`src/sv/ima_pkg.sv`:
```
// ----------------------------------------------------------------------------
// ima_pkg - integer matrix arithmetic shared definitions
// Widths, operation and mode codes, register indexes, the queued command
// and the helper functions used by the front end, the queue and the back end.
// ----------------------------------------------------------------------------
package ima_pkg;

   localparam int MAX_DIM     = 8;
   localparam int DATA_WIDTH  = 32;
   localparam int RES_W       = 32;
   localparam int IDX_W       = $clog2(MAX_DIM);
   localparam int ADDR_W      = 2 * IDX_W;
   localparam int STORE_DEPTH = MAX_DIM * MAX_DIM;
   localparam int DIM_W       = 4;
   localparam int MODE_W      = 2;
   localparam int OPER_W      = 2;
   localparam int CSR_IDX_W   = 3;
   localparam int CSR_DATA_W  = 4;
   localparam int QUEUE_DEPTH = 4;
   localparam int QPTR_W      = $clog2(QUEUE_DEPTH);
   localparam int QCNT_W      = $clog2(QUEUE_DEPTH + 1);

   // request operation codes
   localparam logic [OPER_W-1:0] OP_WRITE_A = 2'd0;
   localparam logic [OPER_W-1:0] OP_WRITE_B = 2'd1;
   localparam logic [OPER_W-1:0] OP_COMPUTE = 2'd2;

   // op_mode codes (bit 1 set selects the product)
   localparam logic [MODE_W-1:0] MODE_ADD = 2'd0;
   localparam logic [MODE_W-1:0] MODE_SUB = 2'd1;
   localparam logic [MODE_W-1:0] MODE_MUL = 2'd2;

   // register indexes
   localparam logic [CSR_IDX_W-1:0] REG_ROWS_A    = 3'd0;
   localparam logic [CSR_IDX_W-1:0] REG_INNER_DIM = 3'd1;
   localparam logic [CSR_IDX_W-1:0] REG_COLS_B    = 3'd2;
   localparam logic [CSR_IDX_W-1:0] REG_OP_MODE   = 3'd3;

   localparam logic [DIM_W-1:0]  DIM_RESET  = 4'd8;
   localparam logic [MODE_W-1:0] MODE_RESET = MODE_MUL;

   typedef enum logic [1:0] {
      KIND_WR_A,
      KIND_WR_B,
      KIND_COMPUTE
   } kind_type;

   typedef struct packed {
      kind_type              kind;
      logic [ADDR_W-1:0]     addr;
      logic [DATA_WIDTH-1:0] data;
   } cmd_type;

   typedef struct packed {
      logic [DIM_W-1:0]  rows_a;
      logic [DIM_W-1:0]  inner_dim;
      logic [DIM_W-1:0]  cols_b;
      logic [MODE_W-1:0] op_mode;
   } cfg_type;

   // Highest index for a dimension register: zero counts as one, anything
   // above MAX_DIM counts as MAX_DIM.
   function automatic logic [IDX_W-1:0] last_index(input logic [DIM_W-1:0] dim);
      logic [DIM_W-1:0] lim;
      lim = DIM_W'(MAX_DIM);
      if (dim == '0)
         return '0;
      else if (dim > lim)
         return IDX_W'(MAX_DIM - 1);
      else
         return IDX_W'(dim - 4'd1);
   endfunction

   // Sign-extend a stored word to the result width.
   function automatic logic [RES_W-1:0] sext(input logic [DATA_WIDTH-1:0] v);
      logic signed [DATA_WIDTH-1:0] s;
      s = signed'(v);
      return RES_W'(s);
   endfunction

endpackage

```
`src/sv/ima_queue.sv`:
```
// ----------------------------------------------------------------------------
// ima_queue - command queue
// Small FIFO that decouples request decode from execution.
// ----------------------------------------------------------------------------
module ima_queue (
   input  logic             clock,
   input  logic             reset,
   input  logic             push,
   input  ima_pkg::cmd_type push_cmd,
   input  logic             pop,
   output ima_pkg::cmd_type head_cmd,
   output logic             full,
   output logic             empty
);

   ima_pkg::cmd_type                 entry_ff [ima_pkg::QUEUE_DEPTH];
   logic [ima_pkg::QPTR_W-1:0]       wr_ptr_ff, wr_ptr_in;
   logic [ima_pkg::QPTR_W-1:0]       rd_ptr_ff, rd_ptr_in;
   logic [ima_pkg::QCNT_W-1:0]       count_ff, count_in;
   logic                             do_push;
   logic                             do_pop;

   assign full     = (count_ff == ima_pkg::QCNT_W'(ima_pkg::QUEUE_DEPTH));
   assign empty    = (count_ff == '0);
   assign do_push  = push && !full;
   assign do_pop   = pop && !empty;
   assign head_cmd = entry_ff[rd_ptr_ff];

   always_comb begin
      wr_ptr_in = do_push ? wr_ptr_ff + 1'b1 : wr_ptr_ff;
      rd_ptr_in = do_pop  ? rd_ptr_ff + 1'b1 : rd_ptr_ff;
      count_in  = count_ff;
      if (do_push && !do_pop)
         count_in = count_ff + 1'b1;
      else if (do_pop && !do_push)
         count_in = count_ff - 1'b1;
   end

   always_ff @(posedge clock) begin
      if (reset) begin
         wr_ptr_ff <= '0;
         rd_ptr_ff <= '0;
         count_ff  <= '0;
      end else begin
         wr_ptr_ff <= wr_ptr_in;
         rd_ptr_ff <= rd_ptr_in;
         count_ff  <= count_in;
      end
   end

   always_ff @(posedge clock) begin
      if (do_push)
         entry_ff[wr_ptr_ff] <= push_cmd;
   end

endmodule

```
`config.mk`:
```
export PLATFORM = sky130hd
export DESIGN_NAME = ima_queue
export DESIGN_NICKNAME = d
export VERILOG_FILES = /design/src/sv/ima_pkg.sv /design/src/sv/ima_queue.sv
export SDC_FILE = /design/constraint.sdc
export NUM_CORES = 1
export LEC_CHECK = 0
export BUFFER_PORTS_ARGS = -buffer_cell sky130_fd_sc_hd__buf_4
export CORE_UTILIZATION = 45
export CTS_CLUSTER_SIZE = 30
export DETAILED_ROUTE_END_ITERATION = 6
export PLACE_DENSITY = 0.67
export SETUP_SLACK_MARGIN = 0.15
export SLEW_MARGIN = 20
export SYNTH_ARGS = -nofsm -noshare
export SYNTH_HDL_FRONTEND = slang
export SYNTH_SLANG_ARGS = --single-unit
```
`constraint.sdc`:
```
create_clock -name clock -period 2.11 [get_ports clock]
set_input_delay 0.1055 -clock clock [delete_from_list [all_inputs] [get_ports clock]]
set_output_delay 0.1055 -clock clock [all_outputs]
set_load 0.01 [all_outputs]
```
Yosys cells after proc, flatten, opt, wreduce, memory -nomap -nowiden
Memories as Yosys holds them, arrays and structs flattened. A register that Yosys moved wholly into a read port is not among the register bits.
Index checks and enable logic that the tools add are counted.

storage, ports and cells
  register bits = 7
  bits in writable memories = 160
  input bits = 44
  logic and storage cells = 25
  memories = 1

operators by class
  add/sub/neg operators = 4
  eq/ne operators = 1
  mux-type cells = 6
  reduce and logical (&&, ||, !) cells = 10

memory list
  name      words  bits a word  rd ports  clocked after memory_dff  wr ports  line             source
  entry_ff  4      40           1         1                         1         ima_queue.sv:16  ima_pkg::cmd_type entry_ff [ima_pkg::QUEUE_DEPTH];

operators by type and width
  kind                 count
  $mux 3               2
  $add 2x1->2 const B  2
  $logic_and 1x1->1    4
  $logic_not 1->1      4
  $mux 2               2
  $add 3x1->3 const B  1
  $eq 3x3->1 const B   1
  $logic_not 3->1      1
  $sub 3x1->3 const B  1
  $mux 1               2
  $reduce_bool 2->1    1

Longest topological paths before layout
  depth in word-level cells = 7
  gate-level depth with buffers = 8
  depth with buffers taken out = 8

Worst setup path before layout
Ideal clock, no wire load.

  path type = register to register
  from = register count_ff[0] (netlist bit)
  to = memory entry_ff[0][0] (netlist bit), enable pin
  arrival = 1.757 ns
  required time = 1.709 ns
  path slack = -0.048 ns
  stages on the path, launching flop included = 4
  path buffers = 0
  clock period less this slack = 2.158 ns
  cell sequence = dfxtp_1 nor3b_2 nor2_2 and2_1

between the ends
  word-level cells in the longest chain between the ends = 5

RTL lines
  what                          line             source
  start: declaration            ima_queue.sv:19  logic [ima_pkg::QCNT_W-1:0] count_ff, count_in;
  start signal: assignment      ima_queue.sv:47  count_ff <= count_in;
  $eq 3x3->1                    ima_queue.sv:23  assign full = (count_ff == ima_pkg::QCNT_W'(ima_pkg::QUEUE_DEPTH));
  net full                      ima_queue.sv:12  output logic full,
  $logic_not 1->1               ima_queue.sv:25  assign do_push = push && !full;
  $logic_and 1x1->1             ima_queue.sv:25
  net do_push                   ima_queue.sv:20  logic do_push;
  $mux 1                        ima_queue.sv:52  if (do_push)
  $mux 1 (implied by the code)  ima_queue.sv:53  entry_ff[wr_ptr_ff] <= push_cmd;
  end: declaration              ima_queue.sv:16

The timed path passes the listed nets, and every way through them passes these cells.

Final worst setup path
  from = register count_ff[0] (netlist bit)
  to = register count_ff[2] (netlist bit)

between the ends
  word-level cells in the longest chain between the ends = 6
  elaborated cells on any way between the ends = 15
  classes of those cells = 2 x add/sub; 1 x eq/ne; 2 x mux; 10 x reduce/logical

RTL lines
  what
  parallel branches: the longest is 6 deep, another holds $sub 3x1->3

Parallel ways; which one is timed is not known. The select of a mux whose other input is x is not followed.
A chain may end at the register's enable or synchronous reset.

==> results.md <==
Outcome:
- The flow ran to the end, and the final reports show no timing, DRC or antenna violations.

Placement:
- In this run the tool buffered the top-level ports with between 80 and 90 buffer cells.
- The placed cell count is approximately 520.
- The final estimated routing congestion in global placement is approximately 0.70.
- The detailed placer's ending HPWL is 6210 um.

Global route:
- The number of antenna violations at the first check in global routing is 0.
- The global-route layer with the greatest usage is met2.
- Entering global routing, the biggest net connects around 40 pins.
- In the global route stage, overall resource usage came out at 16.0%.
- For this run, global-route usage on met1 was measured as 21.2%.
- Global routing used under 10% of the available met3 tracks.
- The met2 usage in global routing is 24.6%.
- The overflow left after global routing is 0.
- The number of global-route vias before repair is a little over 3,000.
- The first global-routing pass estimated 16,500 um of wire.

Floorplanning:
- The floorplan step defined a die boundary enclosing ~0.014 mm2.
- The height of the chip is between 100 and 150 um.
- The horizontal die dimension is ~120 um.
- The effective utilization at floorplan is 46.7%.
- For this design the top-level I/O count stands at 86.
- The floorplan has 42 rows.
- The core area is around 0.013 mm2.

Finish:
- In the layout the commonest cells are 160 x edfxtp_1, 91 x buf_4, 41 x dlygate4sd3_1, 40 x mux4_2, 17 x clkbuf_16.
- Relative to the synthesized area, the layout overhead comes to 30.1%.
- The most common cell after layout, fill and taps aside is edfxtp_1.
- Of the cells placed in the final design, the portion with a size suffix greater than 1 is between 40 and 50%.
- The utilization of the core after routing is about three fifths.
- The final antenna diode count is 0.
- In the final design database the tool counted ~460 nets.
- The final instance count without filler cells is 590.

Timing:
- The number of max-slew violations in the final report is 0.
- The smallest clock period supported by the final layout is computed as approximately 1900 ps.
- The final count of hold timing violations is 0.
- The slew of the pin with the lowest slew margin is ~340 ps.
- The fraction of the cycle the final worst path needs is about 92%.
- Setup violations remaining at the end of the flow were counted as 0.
- The total negative slack is 0 ps.
- Setup repair after global routing could not meet its margin everywhere.
- The clock tree skew after final layout is 4.96 ps.
- The maximum operating frequency is about 0.5 GHz.
- In this run the tightest slew margin relative to its limit is roughly 77%.
- The post-route worst hold slack is 72.3 ps.

Critical path:
- The number of cells on the worst reg-to-reg path is 7.
- Traced cell by cell, the critical path runs through o31ai_4 -> ha_2 -> inv_1 -> fa_2 -> xor2_1 -> or3_1 -> a21oi_1.
- The worst register-to-register path has a setup slack of ~170 ps.
- The delay contributed by the slowest stage of the critical path is around 380 ps.
- The nature of the critical path endpoint is a flip-flop.
- The worst register-to-register path ends at count_ff[2].
- The worst setup path is of the flip-flop to flip-flop kind.
- The worst-path cell with the longest stage delay is dfxtp_4.
- At the worst endpoint, the required time is around 2500 ps.
- The type of element launching the critical path is a flip-flop.
- The biggest fanout along the worst timing path is 6.
- The critical path starts at count_ff[0].
- The arrival time at the worst endpoint is between 2000 and 2500 ps.
- The start of the worst register-to-register path is count_ff[0].
- The critical path endpoint is count_ff[2].

Routing:
- For this run, design rule violations remaining after detail routing come to 0.
- The number of detailed-route iterations in the first pass is 4.
- The count of routing violations after the opening detailed-route iteration is 166.
- The total wire length is around 11,000 um.
- The number of antenna-violating nets in the routed design is 0.
- The total number of vias is just over 3,000.
- The routed wirelength normalized by instance count is 18.1 um.
- The average vias per placed instance is slightly above 5.

CTS:
- The clock latency on the worst-skew pair is 410 ps.
- The number of buffers created by CTS is 17.
- The H-tree generated during clock tree synthesis spans 4 levels.
- The clock-pin slew on the worst setup and hold paths is 60 ps.
- No sink is reached through more buffers than the 2 on the longest clock path.
- The CTS root buffer is clkbuf_16.
- TritonCTS built the clock tree.
- Clock tree synthesis found a total of 169 sinks.

Run:
- Max-cap violations in this run came to 0.

Logic synthesis:
- The number of cells produced by synthesis is roughly 260.
- For this run, the number of Yosys warnings is 0.
- The average cell area after synthesis is ~24 um2.
- Of the synthesized area, sequential elements account for 79.3%.
- The post-synthesis register bit count is 169.
- The netlist area before placement is around 0.0063 mm2.
- After synthesis, the netlist uses 24 different library cells.
- The number of nets handed over by synthesis was between 300 and 400.

Power:
- The static leakage power is ~2.8 nW.
- The power density normalized to cell area is ~1100 mW/mm2.
- Across the VDD grid, the largest voltage drop is between 0.6 and 0.7 mV.

Worst hold path:
- The tightest min-delay check is of the input port to flip-flop type.
-- Yosys cell counts, drive strengths merged --
cell type	count	area (um2)
clkbuf	1	3.75
nand2b	2	12.5
buf	9	111
dfxtp	9	180
nor3b	1	12.5
xor2	4	35.0
edfxtp	160	4800
inv	3	11.3
a21oi	2	10.0
o311ai	1	8.76
mux4	40	901
ha	5	62.6
and2	4	25.0
clkinv	1	3.75
nor3	1	5.00
fa	1	20.0
o21ai	2	10.0
mux2i	2	20.0
or3	2	12.5
nor2	6	25.0
o31ai	1	12.5
-- per-layer routing --
layer	vias up	wire length [um]	part of all wire (%)
met2	95	5210	49
met4	0	168	1.6
li1	1374	-	-
met5	-	0	0
met3	16	461	4.3
met1	1547	4830	45
-- stage by stage --
stage / total power, W / cell area [um2] / setup slack [ps]
detailed placement: 0.00662 / 7200 / -9.94
CTS: 0.00938 / 8130 / 82.5
floorplan: 0.00569 / 6290 / 153
finish: 0.00932 / 8180 / 170
global placement: 0.00658 / 7200 / 143
global route: 0.00973 / 8180 / 109
-- state kept, by name (all words and copies together) (netlist names), named ones only --
| name | count |
|---|---|
| count_ff | 3 |
| entry_ff | 160 |
| rd_ptr_ff | 2 |
| wr_ptr_ff | 2 |
-- where the power goes --
group,internal (W),switching (W),total (W)
clock network,0.00156,0.00108,0.00265
registers,0.00405,0.000160,0.00421
logic,0.00140,0.00106,0.00246
total,0.00702,0.00230,0.00932
-- critical path, delay by kind of cell (launching register included) --
kind | cells | cell delay, ps
buffers and inverters | 1 | 50
XOR/XNOR | 1 | 150
flip-flops | 1 | 380
AND/OR/NAND/NOR | 1 | 300
adder cells (fa/ha/maj) | 2 | 570
AO/OA/AOI/OAI | 2 | 410
-- worst min-delay path by stage --
stage                       from         endpoint  cells past startpoint  slack [ps]
floorplan            push_cmd[0]   entry_ff[0][0]                      0         200
global placement    push_cmd[21]  entry_ff[1][21]                      1         310
detailed placement  push_cmd[25]  entry_ff[1][25]                      1         310
CTS                          pop     rd_ptr_ff[0]                      4          50
global route                push     wr_ptr_ff[0]                      4          80
finish                      push     wr_ptr_ff[0]                      4          70
-- timing repair --
action,4_1_cts,5_1_grt
setup buffers,1,4
endpoints found under the hold margin,168,0
gates resized for setup,2,7
hold buffers,41,0
pin swaps,0,4
endpoints found under the setup margin,30,2
-- cell families (layout without fill, tap and decap cells) --
group,Yosys count,in the layout,share of synthesized area (%)
AND/OR/NAND/NOR,16,16,1.47
flip-flops,169,169,79.3
buffers and inverters,14,171,2.07
multiplexers,42,42,14.6
AO/OA/AOI/OAI,6,6,0.657
adder cells (fa/ha/maj),6,6,1.31
XOR/XNOR,4,4,0.557
-- area by class of cell --
type | count | area [um2]
Clock buffer | 19 | 433
Multi-Input combinational cell | 74 | 1200
Sequential cell | 169 | 5000
Timing Repair Buffer | 140 | 1250
Inverter | 4 | 15.0
Clock inverter | 8 | 60.1
Fill cell | 1013 | 5270
Tap cell | 176 | 220
No activity file was read; power rests on OpenSTA's default activity.
